`config.mk`:
```
export PLATFORM = sky130hd
export DESIGN_NAME = infix_stack_evaluator
export DESIGN_NICKNAME = d
export VERILOG_FILES = /design/src/rtl/ise_pkg.sv /design/src/rtl/ise_alu.sv /design/src/rtl/infix_stack_evaluator.sv
export VERILOG_INCLUDE_DIRS = /design/src /design/src/rtl
export SDC_FILE = /design/constraint.sdc
export NUM_CORES = 2
export LEC_CHECK = 0
export BUFFER_PORTS_ARGS = -buffer_cell sky130_fd_sc_hd__buf_4
export CELL_PAD_IN_SITES_DETAIL_PLACEMENT = 0
export CELL_PAD_IN_SITES_GLOBAL_PLACEMENT = 2
export CORE_MARGIN = 3
export CORE_UTILIZATION = 47
export CTS_CLUSTER_DIAMETER = 50
export DETAILED_ROUTE_END_ITERATION = 12
export PLACE_DENSITY_LB_ADDON = 0.08
export SLEW_MARGIN = 5
export SYNTH_ARGS = -nofsm -noshare
export SYNTH_HDL_FRONTEND = slang
export SYNTH_SLANG_ARGS = --single-unit
```
`constraint.sdc`:
```
create_clock -name clock -period 10.45 [get_ports clock]
set_input_delay 0.5225 -clock clock [delete_from_list [all_inputs] [get_ports clock]]
set_output_delay 0.5225 -clock clock [all_outputs]
set_load 0.02 [all_outputs]
```
`src/rtl/assert_macros.svh`:
```
// Assertion macros used by the evaluator RTL.
`ifndef ASSERT_MACROS_SVH
`define ASSERT_MACROS_SVH
// Check that an antecedent implies a consequent in the same cycle.
`define ASSERT_IMPLIES(label, clk, rst, ante, cons, msg) \
   label: assert property (@(posedge clk) disable iff (rst) (ante) |-> (cons)) \
      else $error(msg);
// Check that an antecedent implies a consequent in the following cycle.
`define ASSERT_NEXT(label, clk, rst, ante, cons, msg) \
   label: assert property (@(posedge clk) disable iff (rst) (ante) |=> (cons)) \
      else $error(msg);
`endif

```
`src/rtl/ise_pkg.sv`:
```
// Package with payload types, operator codes and helpers for the evaluator.
package ise_pkg;
   localparam int NumDepth = 32;
   localparam int OprDepth = 32;
   localparam int NumAw = $clog2(NumDepth);
   localparam int OprAw = $clog2(OprDepth);
   localparam int CntW = 6;

   typedef enum logic [1:0] {
      CMD_PUSH = 2'd0,
      CMD_OFFER = 2'd1,
      CMD_FLUSH = 2'd2,
      CMD_NOP = 2'd3
   } cmd_type;

   typedef enum logic [2:0] {
      OP_PLUS = 3'd0,
      OP_MINUS = 3'd1,
      OP_TIMES = 3'd2,
      OP_DIV = 3'd3,
      OP_MOD = 3'd4,
      OP_POW = 3'd5,
      OP_OPEN = 3'd6,
      OP_CLOSE = 3'd7
   } opc_type;

   typedef enum logic [2:0] {
      ERR_NONE = 3'd0,
      ERR_FEW = 3'd1,
      ERR_DIV0 = 3'd2,
      ERR_OVF = 3'd3,
      ERR_NEGEXP = 3'd4
   } err_type;

   typedef struct packed {
      logic [1:0] command;
      logic signed [31:0] number_value;
      logic [2:0] operator_code;
   } req_type;

   typedef struct packed {
      logic signed [31:0] top_value;
      logic [5:0] number_depth;
      logic [5:0] operator_depth;
      logic [2:0] error_code;
   } rsp_type;

   // Handshake between sequencer and arithmetic unit.
   typedef struct packed {
      logic start;
      logic [2:0] op;
   } alu_ctl_type;

   typedef struct packed {
      logic done;
      logic [2:0] err;
   } alu_sts_type;

   function automatic logic [2:0] prio(input logic [2:0] op);
      logic [2:0] p;
      case (op)
         OP_PLUS, OP_MINUS: p = 3'd2;
         OP_TIMES, OP_DIV, OP_MOD: p = 3'd3;
         OP_POW: p = 3'd4;
         OP_OPEN: p = 3'd5;
         default: p = 3'd1;
      endcase
      return p;
   endfunction
endpackage

```
`src/rtl/ise_alu.sv`:
```
// Multi-cycle arithmetic unit: add, subtract, multiply, divide, modulo, power.
module ise_alu import ise_pkg::*; (
   input  logic        clock,
   input  logic        reset,
   input  alu_ctl_type ctl,
   input  logic [31:0] a,
   input  logic [31:0] b,
   output alu_sts_type sts,
   output logic [31:0] res
);
   typedef enum logic [1:0] {S_IDLE, S_DIV, S_POW, S_DONE} st_type;

   st_type      st_ff, st_in;
   logic [2:0]  op_ff, op_in;
   logic [2:0]  err_ff, err_in;
   logic [31:0] res_ff, res_in;
   // divider: remainder, quotient, divisor magnitude, signs
   logic [31:0] rem_ff, rem_in;
   logic [31:0] quo_ff, quo_in;
   logic [31:0] dvs_ff, dvs_in;
   logic [5:0]  cnt_ff, cnt_in;
   logic        qneg_ff, qneg_in, rneg_ff, rneg_in;
   // power: base squared and exponent shifted per step
   logic [31:0] base_ff, base_in;
   logic [31:0] exp_ff, exp_in;
   logic        half_ff, half_in;

   logic [31:0] mag_a, mag_b, prod, mul_x, mul_y;
   logic [32:0] trial;

   assign mag_a = a[31] ? (~a + 32'd1) : a;
   assign mag_b = b[31] ? (~b + 32'd1) : b;
   // one shared 32x32 multiplier
   assign prod = mul_x * mul_y;
   assign trial = {rem_ff, quo_ff[31]} - {1'b0, dvs_ff};

   always_comb begin
      mul_x = a;
      mul_y = b;
      if (st_ff == S_POW) begin
         mul_x = half_ff ? base_ff : res_ff;
         mul_y = base_ff;
      end
   end

   always_comb begin
      st_in = st_ff;
      op_in = op_ff;
      err_in = err_ff;
      res_in = res_ff;
      rem_in = rem_ff;
      quo_in = quo_ff;
      dvs_in = dvs_ff;
      cnt_in = cnt_ff;
      qneg_in = qneg_ff;
      rneg_in = rneg_ff;
      base_in = base_ff;
      exp_in = exp_ff;
      half_in = half_ff;
      case (st_ff)
         S_IDLE: begin
            if (ctl.start) begin
               op_in = ctl.op;
               err_in = ERR_NONE;
               st_in = S_DONE;
               case (ctl.op)
                  OP_PLUS: res_in = a + b;
                  OP_MINUS: res_in = a - b;
                  OP_TIMES: res_in = prod;
                  OP_DIV, OP_MOD: begin
                     if (b == 32'd0) begin
                        res_in = 32'd0;
                        err_in = ERR_DIV0;
                     end else begin
                        rem_in = 32'd0;
                        quo_in = mag_a;
                        dvs_in = mag_b;
                        cnt_in = 6'd0;
                        qneg_in = a[31] ^ b[31];
                        rneg_in = a[31];
                        st_in = S_DIV;
                     end
                  end
                  OP_POW: begin
                     if (b[31]) begin
                        res_in = 32'd0;
                        err_in = ERR_NEGEXP;
                     end else begin
                        res_in = 32'd1;
                        base_in = a;
                        exp_in = b;
                        half_in = 1'b0;
                        st_in = S_POW;
                     end
                  end
                  default: res_in = 32'd0;
               endcase
            end
         end
         S_DIV: begin
            // one restoring step a cycle
            if (!trial[32]) begin
               rem_in = trial[31:0];
               quo_in = {quo_ff[30:0], 1'b1};
            end else begin
               rem_in = {rem_ff[30:0], quo_ff[31]};
               quo_in = {quo_ff[30:0], 1'b0};
            end
            cnt_in = cnt_ff + 6'd1;
            if (cnt_ff == 6'd31) st_in = S_DONE;
         end
         S_POW: begin
            // alternate: multiply into acc when exponent bit 0 is set, then square base
            if (exp_ff == 32'd0) begin
               st_in = S_DONE;
            end else if (!half_ff) begin
               if (exp_ff[0]) res_in = prod;
               half_in = 1'b1;
            end else begin
               base_in = prod;
               exp_in = exp_ff >> 1;
               half_in = 1'b0;
            end
         end
         default: begin
            st_in = S_IDLE;
         end
      endcase
   end

   always_ff @(posedge clock) begin
      if (reset) begin
         st_ff <= S_IDLE;
      end else begin
         st_ff <= st_in;
      end
      op_ff <= op_in;
      err_ff <= err_in;
      res_ff <= res_in;
      rem_ff <= rem_in;
      quo_ff <= quo_in;
      dvs_ff <= dvs_in;
      cnt_ff <= cnt_in;
      qneg_ff <= qneg_in;
      rneg_ff <= rneg_in;
      base_ff <= base_in;
      exp_ff <= exp_in;
      half_ff <= half_in;
   end

   logic [31:0] q_s, r_s;
   assign q_s = qneg_ff ? (~quo_ff + 32'd1) : quo_ff;
   assign r_s = rneg_ff ? (~rem_ff + 32'd1) : rem_ff;

   always_comb begin
      res = res_ff;
      if (op_ff == OP_DIV && err_ff == ERR_NONE) res = q_s;
      if (op_ff == OP_MOD && err_ff == ERR_NONE) res = r_s;
   end
   assign sts.done = (st_ff == S_DONE);
   assign sts.err = err_ff;
endmodule

```
`src/rtl/infix_stack_evaluator.sv`:
```
// Steps: a push goes through S_TOP and S_OUT to the result strobe; offer/flush go through S_RD and
// S_DEC, reduce in S_ALU and S_WB (add, subtract, multiply, divide/modulo, power), then S_TOP and S_OUT.
// Throughput: one item at a time; busy covers the strobe cycle, so the next item follows it.
// Synchronous active-high reset empties both stacks; contents are not cleared.
// The receiver cannot stall: each result shows for one cycle on rsp_valid.
module infix_stack_evaluator import ise_pkg::*; (
   input  logic    clock,
   input  logic    reset,
   input  logic    start,
   output logic    busy,
   input  req_type req_data,
   output logic    rsp_valid,
   output rsp_type rsp_data
);
`include "assert_macros.svh"

   typedef enum logic [2:0] {
      S_IDLE, S_RD, S_DEC, S_ALU, S_WB, S_TOP, S_OUT
   } st_type;

   st_type      st_ff, st_in;
   logic [CntW-1:0] ncnt_ff, ncnt_in, ocnt_ff, ocnt_in;
   logic [2:0]  err_ff, err_in;
   logic        flush_ff, flush_in;
   logic [2:0]  opin_ff, opin_in;
   logic [2:0]  topop_ff, topop_in;
   logic [31:0] ra_ff, ra_in, rb_ff, rb_in;
   logic        rsp_valid_ff;
   rsp_type     rsp_ff, rsp_in;

   logic [31:0] nmem [NumDepth];
   logic [2:0]  omem [OprDepth];
   logic [31:0] nrd_ff;
   logic [2:0]  ord_ff;

   // memory ports
   logic        nwe, owe;
   logic [NumAw-1:0] nwa, nra;
   logic [OprAw-1:0] owa, ora;
   logic [31:0] nwd;
   logic [2:0]  owd;

   alu_ctl_type actl;
   alu_sts_type asts;
   logic [31:0] ares;

   ise_alu u_alu (
      .clock(clock), .reset(reset), .ctl(actl), .a(ra_ff), .b(rb_ff),
      .sts(asts), .res(ares)
   );

   always_ff @(posedge clock) begin
      if (nwe) nmem[nwa] <= nwd;
      nrd_ff <= nmem[nra];
      if (owe) omem[owa] <= owd;
      ord_ff <= omem[ora];
   end

   logic [CntW-1:0] nm1, nm2, om1;
   assign nm1 = ncnt_ff - CntW'(1);
   assign nm2 = ncnt_ff - CntW'(2);
   assign om1 = ocnt_ff - CntW'(1);

   function automatic logic [2:0] first_err(input logic [2:0] cur, input logic [2:0] nw);
      return (cur == ERR_NONE) ? nw : cur;
   endfunction

   // Read sequence in S_RD: cycle A reads op top; ALU uses two reads, staged via sub-phase.
   logic [1:0] ph_ff, ph_in;

   always_comb begin
      st_in = st_ff;
      ncnt_in = ncnt_ff;
      ocnt_in = ocnt_ff;
      err_in = err_ff;
      flush_in = flush_ff;
      opin_in = opin_ff;
      topop_in = topop_ff;
      ra_in = ra_ff;
      rb_in = rb_ff;
      ph_in = ph_ff;
      rsp_in = rsp_ff;
      nwe = 1'b0; nwa = ncnt_ff[NumAw-1:0]; nwd = req_data.number_value;
      owe = 1'b0; owa = ocnt_ff[OprAw-1:0]; owd = opin_ff;
      nra = nm1[NumAw-1:0];
      ora = om1[OprAw-1:0];
      actl.start = 1'b0;
      actl.op = topop_ff;
      case (st_ff)
         S_IDLE: begin
            if (start && !busy) begin
               err_in = ERR_NONE;
               opin_in = req_data.operator_code;
               flush_in = (req_data.command == CMD_FLUSH);
               st_in = S_TOP;
               case (req_data.command)
                  CMD_PUSH: begin
                     if (ncnt_ff >= CntW'(NumDepth)) err_in = ERR_OVF;
                     else begin
                        nwe = 1'b1;
                        ncnt_in = ncnt_ff + CntW'(1);
                     end
                  end
                  CMD_OFFER, CMD_FLUSH: begin
                     st_in = S_RD;
                     ph_in = 2'd0;
                  end
                  default: ;
               endcase
            end
         end
         S_RD: begin
            // operator top read is issued; its data is registered in ord_ff for S_DEC
            st_in = S_DEC;
         end
         S_DEC: begin
            if (ocnt_ff == '0) begin
               // stack empty: stack offered operator unless close or flushing
               if (!flush_ff && opin_ff != OP_CLOSE) begin
                  if (ocnt_ff >= CntW'(OprDepth)) err_in = first_err(err_ff, ERR_OVF);
                  else begin
                     owe = 1'b1;
                     ocnt_in = ocnt_ff + CntW'(1);
                  end
               end
               st_in = S_TOP;
            end else if (flush_ff) begin
               ocnt_in = om1;
               if (ord_ff == OP_OPEN) st_in = S_TOP;
               else begin
                  topop_in = ord_ff;
                  st_in = S_ALU;
                  ph_in = 2'd0;
               end
            end else if (ord_ff == OP_OPEN) begin
               if (opin_ff == OP_CLOSE) ocnt_in = om1;
               else if (ocnt_ff >= CntW'(OprDepth)) err_in = first_err(err_ff, ERR_OVF);
               else begin
                  owe = 1'b1;
                  ocnt_in = ocnt_ff + CntW'(1);
               end
               st_in = S_TOP;
            end else if (prio(opin_ff) <= prio(ord_ff)) begin
               ocnt_in = om1;
               topop_in = ord_ff;
               st_in = S_ALU;
               ph_in = 2'd0;
            end else begin
               if (ocnt_ff >= CntW'(OprDepth)) err_in = first_err(err_ff, ERR_OVF);
               else begin
                  owe = 1'b1;
                  ocnt_in = ocnt_ff + CntW'(1);
               end
               st_in = S_TOP;
            end
         end
         S_ALU: begin
            // fetch operands: b at top, a below, then run the unit
            case (ph_ff)
               2'd0: begin
                  if (ncnt_ff < CntW'(2)) begin
                     err_in = first_err(err_ff, ERR_FEW);
                     st_in = S_RD;
                  end else begin
                     nra = nm1[NumAw-1:0];
                     ph_in = 2'd1;
                  end
               end
               2'd1: begin
                  rb_in = nrd_ff;
                  nra = nm2[NumAw-1:0];
                  ph_in = 2'd2;
               end
               2'd2: begin
                  ra_in = nrd_ff;
                  ph_in = 2'd3;
                  st_in = S_WB;
               end
               default: begin
                  st_in = S_WB;
               end
            endcase
         end
         S_WB: begin
            if (ph_ff == 2'd3) begin
               actl.start = 1'b1;
               ph_in = 2'd0;
            end else if (asts.done) begin
               if (asts.err != ERR_NONE) err_in = first_err(err_ff, asts.err);
               nwe = 1'b1;
               nwa = nm2[NumAw-1:0];
               nwd = ares;
               ncnt_in = nm1;
               st_in = S_RD;
            end
         end
         S_TOP: begin
            nra = nm1[NumAw-1:0];
            st_in = S_OUT;
         end
         default: begin
            rsp_in.top_value = (ncnt_ff == '0) ? 32'sd0 : nrd_ff;
            rsp_in.number_depth = ncnt_ff;
            rsp_in.operator_depth = ocnt_ff;
            rsp_in.error_code = err_ff;
            st_in = S_IDLE;
         end
      endcase
   end

   always_ff @(posedge clock) begin
      if (reset) begin
         st_ff <= S_IDLE;
         ncnt_ff <= '0;
         ocnt_ff <= '0;
         rsp_valid_ff <= 1'b0;
      end else begin
         st_ff <= st_in;
         ncnt_ff <= ncnt_in;
         ocnt_ff <= ocnt_in;
         rsp_valid_ff <= (st_ff == S_OUT);
      end
      err_ff <= err_in;
      flush_ff <= flush_in;
      opin_ff <= opin_in;
      topop_ff <= topop_in;
      ra_ff <= ra_in;
      rb_ff <= rb_in;
      ph_ff <= ph_in;
      rsp_ff <= rsp_in;
   end

   assign busy = (st_ff != S_IDLE) || rsp_valid_ff;
   assign rsp_valid = rsp_valid_ff;
   assign rsp_data = rsp_ff;

   `ASSERT_IMPLIES(a_ncnt_max, clock, reset, 1'b1, ncnt_ff <= CntW'(NumDepth), "number count over depth")
   `ASSERT_IMPLIES(a_ocnt_max, clock, reset, 1'b1, ocnt_ff <= CntW'(OprDepth), "operator count over depth")
   `ASSERT_NEXT(a_rsp_one, clock, reset, rsp_valid_ff, !rsp_valid_ff, "result strobe longer than one cycle")
   `ASSERT_IMPLIES(a_busy_rsp, clock, reset, rsp_valid_ff, busy, "result while not busy")
endmodule
```
==> flow_summary.ini <==
[clock_network]
cts_buffers = 172
cts_max_level = 4
cts_tree = yes
cts_buffer_depth = 3
clkSinkCount = 1501
cts_resized = 0
clkTransAtPathRegs_ns = 0.06
clock-root-buffer = clkbuf_16
hold_buffers = 4
clk_latency_ns = 0.82
post-cts-setup-buffers = 0

[final_layout]
drive_gt1_share_pct = 16.4
final_cells = 8547
post-route-util_pct = 53.4
final_nets = 6763
syn_to_final_growth_pct = 12.2

[timing]
min_period_ns = 9.60
finalSetupViolCount = 0
worst_pin_slew_ns = 1.26
fin_tns_setup_ns = 0
final_max_slew_viol_count = 0
fmax_mhz = 104
finalHoldViolations = 0
final.period_utilization_pct = 91.9
rsz0062_at_grt = false
hold_slack_ns = 0.0750
clock_skew_ns = 0.0497
max_slew_margin_pct = 15.8

[outcome]
status = finished clean

[floorplan]
design.die.area_sq_um = 178000
fp-row-count = 151
die_h_um = 422
core_area_sq_um = 171000
num_io_pins = 89
die_x_um = 422
initial_core_util_pct = 47.6

[hold_path]
worstHoldStart = reset
hp-class = in2reg

[logic_synthesis]
synth_edf_count = 1448
synth_cell_types = 90
synth_nets = 6621
syn-instance-count = 5957
ys_seq_area_share_pct = 54.9
avgSynthCellArea_sq_um = 13.6
synth_ff_type = edfxtp_1
ys_warn_count = 0
syn_area_sq_um = 81200
async_flop_share_pct = 0
ys_ff_latch = 1501

[job]
cap_violations = 0

[routing]
top_layer = met5
drcViolationCount = 0
met2_length_um = 124000
met1_length_um = 100000
drtIter0Drc = 4551
finalWirelength_um = 248000
vias_per_cell = 5.81
met3_length_um = 13600
wl_per_cell_um = 29.0
ant_nets = 0
vias = 49600
firstDrtPassIters = 6

[worst_setup_path]
crit_path_top_delay_cell = edfxtp_1
cp-startpoint = u_alu.half_ff
crit_path_start_kind = flip-flop
path_class = reg2reg
cp.arrival_ns = 10.16
crit_path_frequent_cell = fa_1
max_stage_delay_ns = 0.96
reg2reg_from = u_alu.half_ff
critical_path_peak_fanout = 22
endpoint_kind = flip-flop
required_ns = 11.01

[place]
place_inst = 8216
place_congestion = 0.904
hpwl_um = 171000
port_buffers = 88

[global_route]
antenna_found_initial = 16
grt_max_degree = 129
grt_usage_pct = 28.0
grt_pass1_vias = 50500
grt-ovfl-total = 0
grt_pass1_wl_um = 360000
registers in the layout, indices dropped and copies added, names as in the netlist, 6 cells and up:
name / cells
ra_ff: 32
u_alu.cnt_ff: 6
ocnt_ff: 6
nrd_ff: 32
rsp_data: 47
omem: 96
u_alu.rem_ff: 32
u_alu.base_ff: 32
u_alu.quo_ff: 32
nmem: 1024
u_alu.exp_ff: 31
ncnt_ff: 6
u_alu.res_ff: 32
rb_ff: 32
u_alu.dvs_ff: 32
metal layers:
metal | track usage [%] | up-vias
li1 | - | 21800
met3 | 4.01 | 381
met1 | 36.9 | 25900
met4 | 9.96 | 4
met5 | 0 | -
met2 | 47.5 | 1600
synth_stat cells, types with 17 or more instances:
cell type  instances  area share (%)
a21o_1            59            0.55
or3_1             29            0.22
ha_1             214             3.3
nor2b_1           27            0.21
edfxtp_1        1448              54
nand3_1           29            0.18
inv_1            475             2.2
o21a_1            21            0.19
nor3_1            42            0.26
mux2i_1          129             1.6
or2_2             22            0.17
mux4_2           286             7.9
xnor2_1          178             1.9
or4_1             18            0.17
nand2b_1          48            0.37
fa_1             410              10
o21ai_0          247             1.5
a21oi_1          174             1.1
clkbuf_1         188            0.87
xor2_1           118             1.3
o31ai_1           38            0.35
dfxtp_1           53             1.3
o211ai_1          40            0.37
nor2_1           567             2.6
nor4_1            18            0.14
buf_2             43            0.27
mux2_2            97             1.3
buf_1             40            0.18
o41ai_1           21            0.23
and2_1            63            0.49
nand2_1          582             2.7
a31oi_1           17            0.13
a211oi_1          44            0.41
path summary, 6_finish.rpt:
kind,end,cells past startpoint,slack (ns)
setup / recovery,u_alu.base_ff[30],25,0.85
hold / removal,ocnt_ff[0],2,0.07
setup reg to reg,u_alu.base_ff[30],25,0.85
hold reg to reg,rsp_data[0],0,0.44
layout make-up:
| cell class | count | area (sq um) |
|---|---|---|
| diodes | 6 | 15.0 |
| fillers | 14300 | 79500 |
| well taps | 2295 | 2870 |
| clock inverters | 102 | 1090 |
| repair buffers | 245 | 1920 |
| multi-input cells | 3703 | 34300 |
| clock buffers | 219 | 4590 |
| inverters | 476 | 1790 |
| flip-flops and latches | 1501 | 44500 |
stage by stage:
step	cell area [sq um]	setup WS, ns
2_1_floorplan	81200	2.07
3_3_place_gp	85400	1.07
3_5_place_dp	85400	1.07
4_1_cts	91100	1.05
5_1_grt	91100	0.544
6_report	91100	0.851
worst max-delay path, delay by kind of cell (launching register included):
kind                       cells  cell delay, ns
adders and majority gates      9            4.35
and+or+nand+nor                1            0.12
DFF                            1            0.96
buffers and inverters          5            0.72
muxes                          2            0.55
AOI/OAI and AO/OA              7            2.49
xor gates and xnor gates       1            0.12
kinds of logic (layout without fill, tap and decap cells):
kind of cell,count (synthesis),in the layout,synth area share [%]
DFF,1501,1501,54.9
xor gates and xnor gates,298,298,3.24
buffers and inverters,753,1042,3.58
other,0,6,0
and+or+nand+nor,1506,1506,8.12
AOI/OAI and AO/OA,763,763,5.93
adders and majority gates,624,624,13.4
muxes,512,512,10.9
cell usage in the layout (no fill, tap or decap), types with 40 or more instances in the layout:
cell       count
mux4_2       286
a211oi_1      44
mux2i_1      128
xnor2_1      176
nor2_1       534
ha_1         212
nor3_1        40
dfxtp_1       52
nand2_1      581
buf_4        235
a21oi_1      172
fa_1         410
inv_1        475
a21o_1        59
and2_1        61
edfxtp_1    1448
nand2b_1      48
xor2_1       117
o211ai_1      40
o21ai_0      216
mux2_2        97
clkbuf_16    174
Power is not shown: default switching activity piles up to over one toggle a cycle in this logic, so the estimate is an artifact.
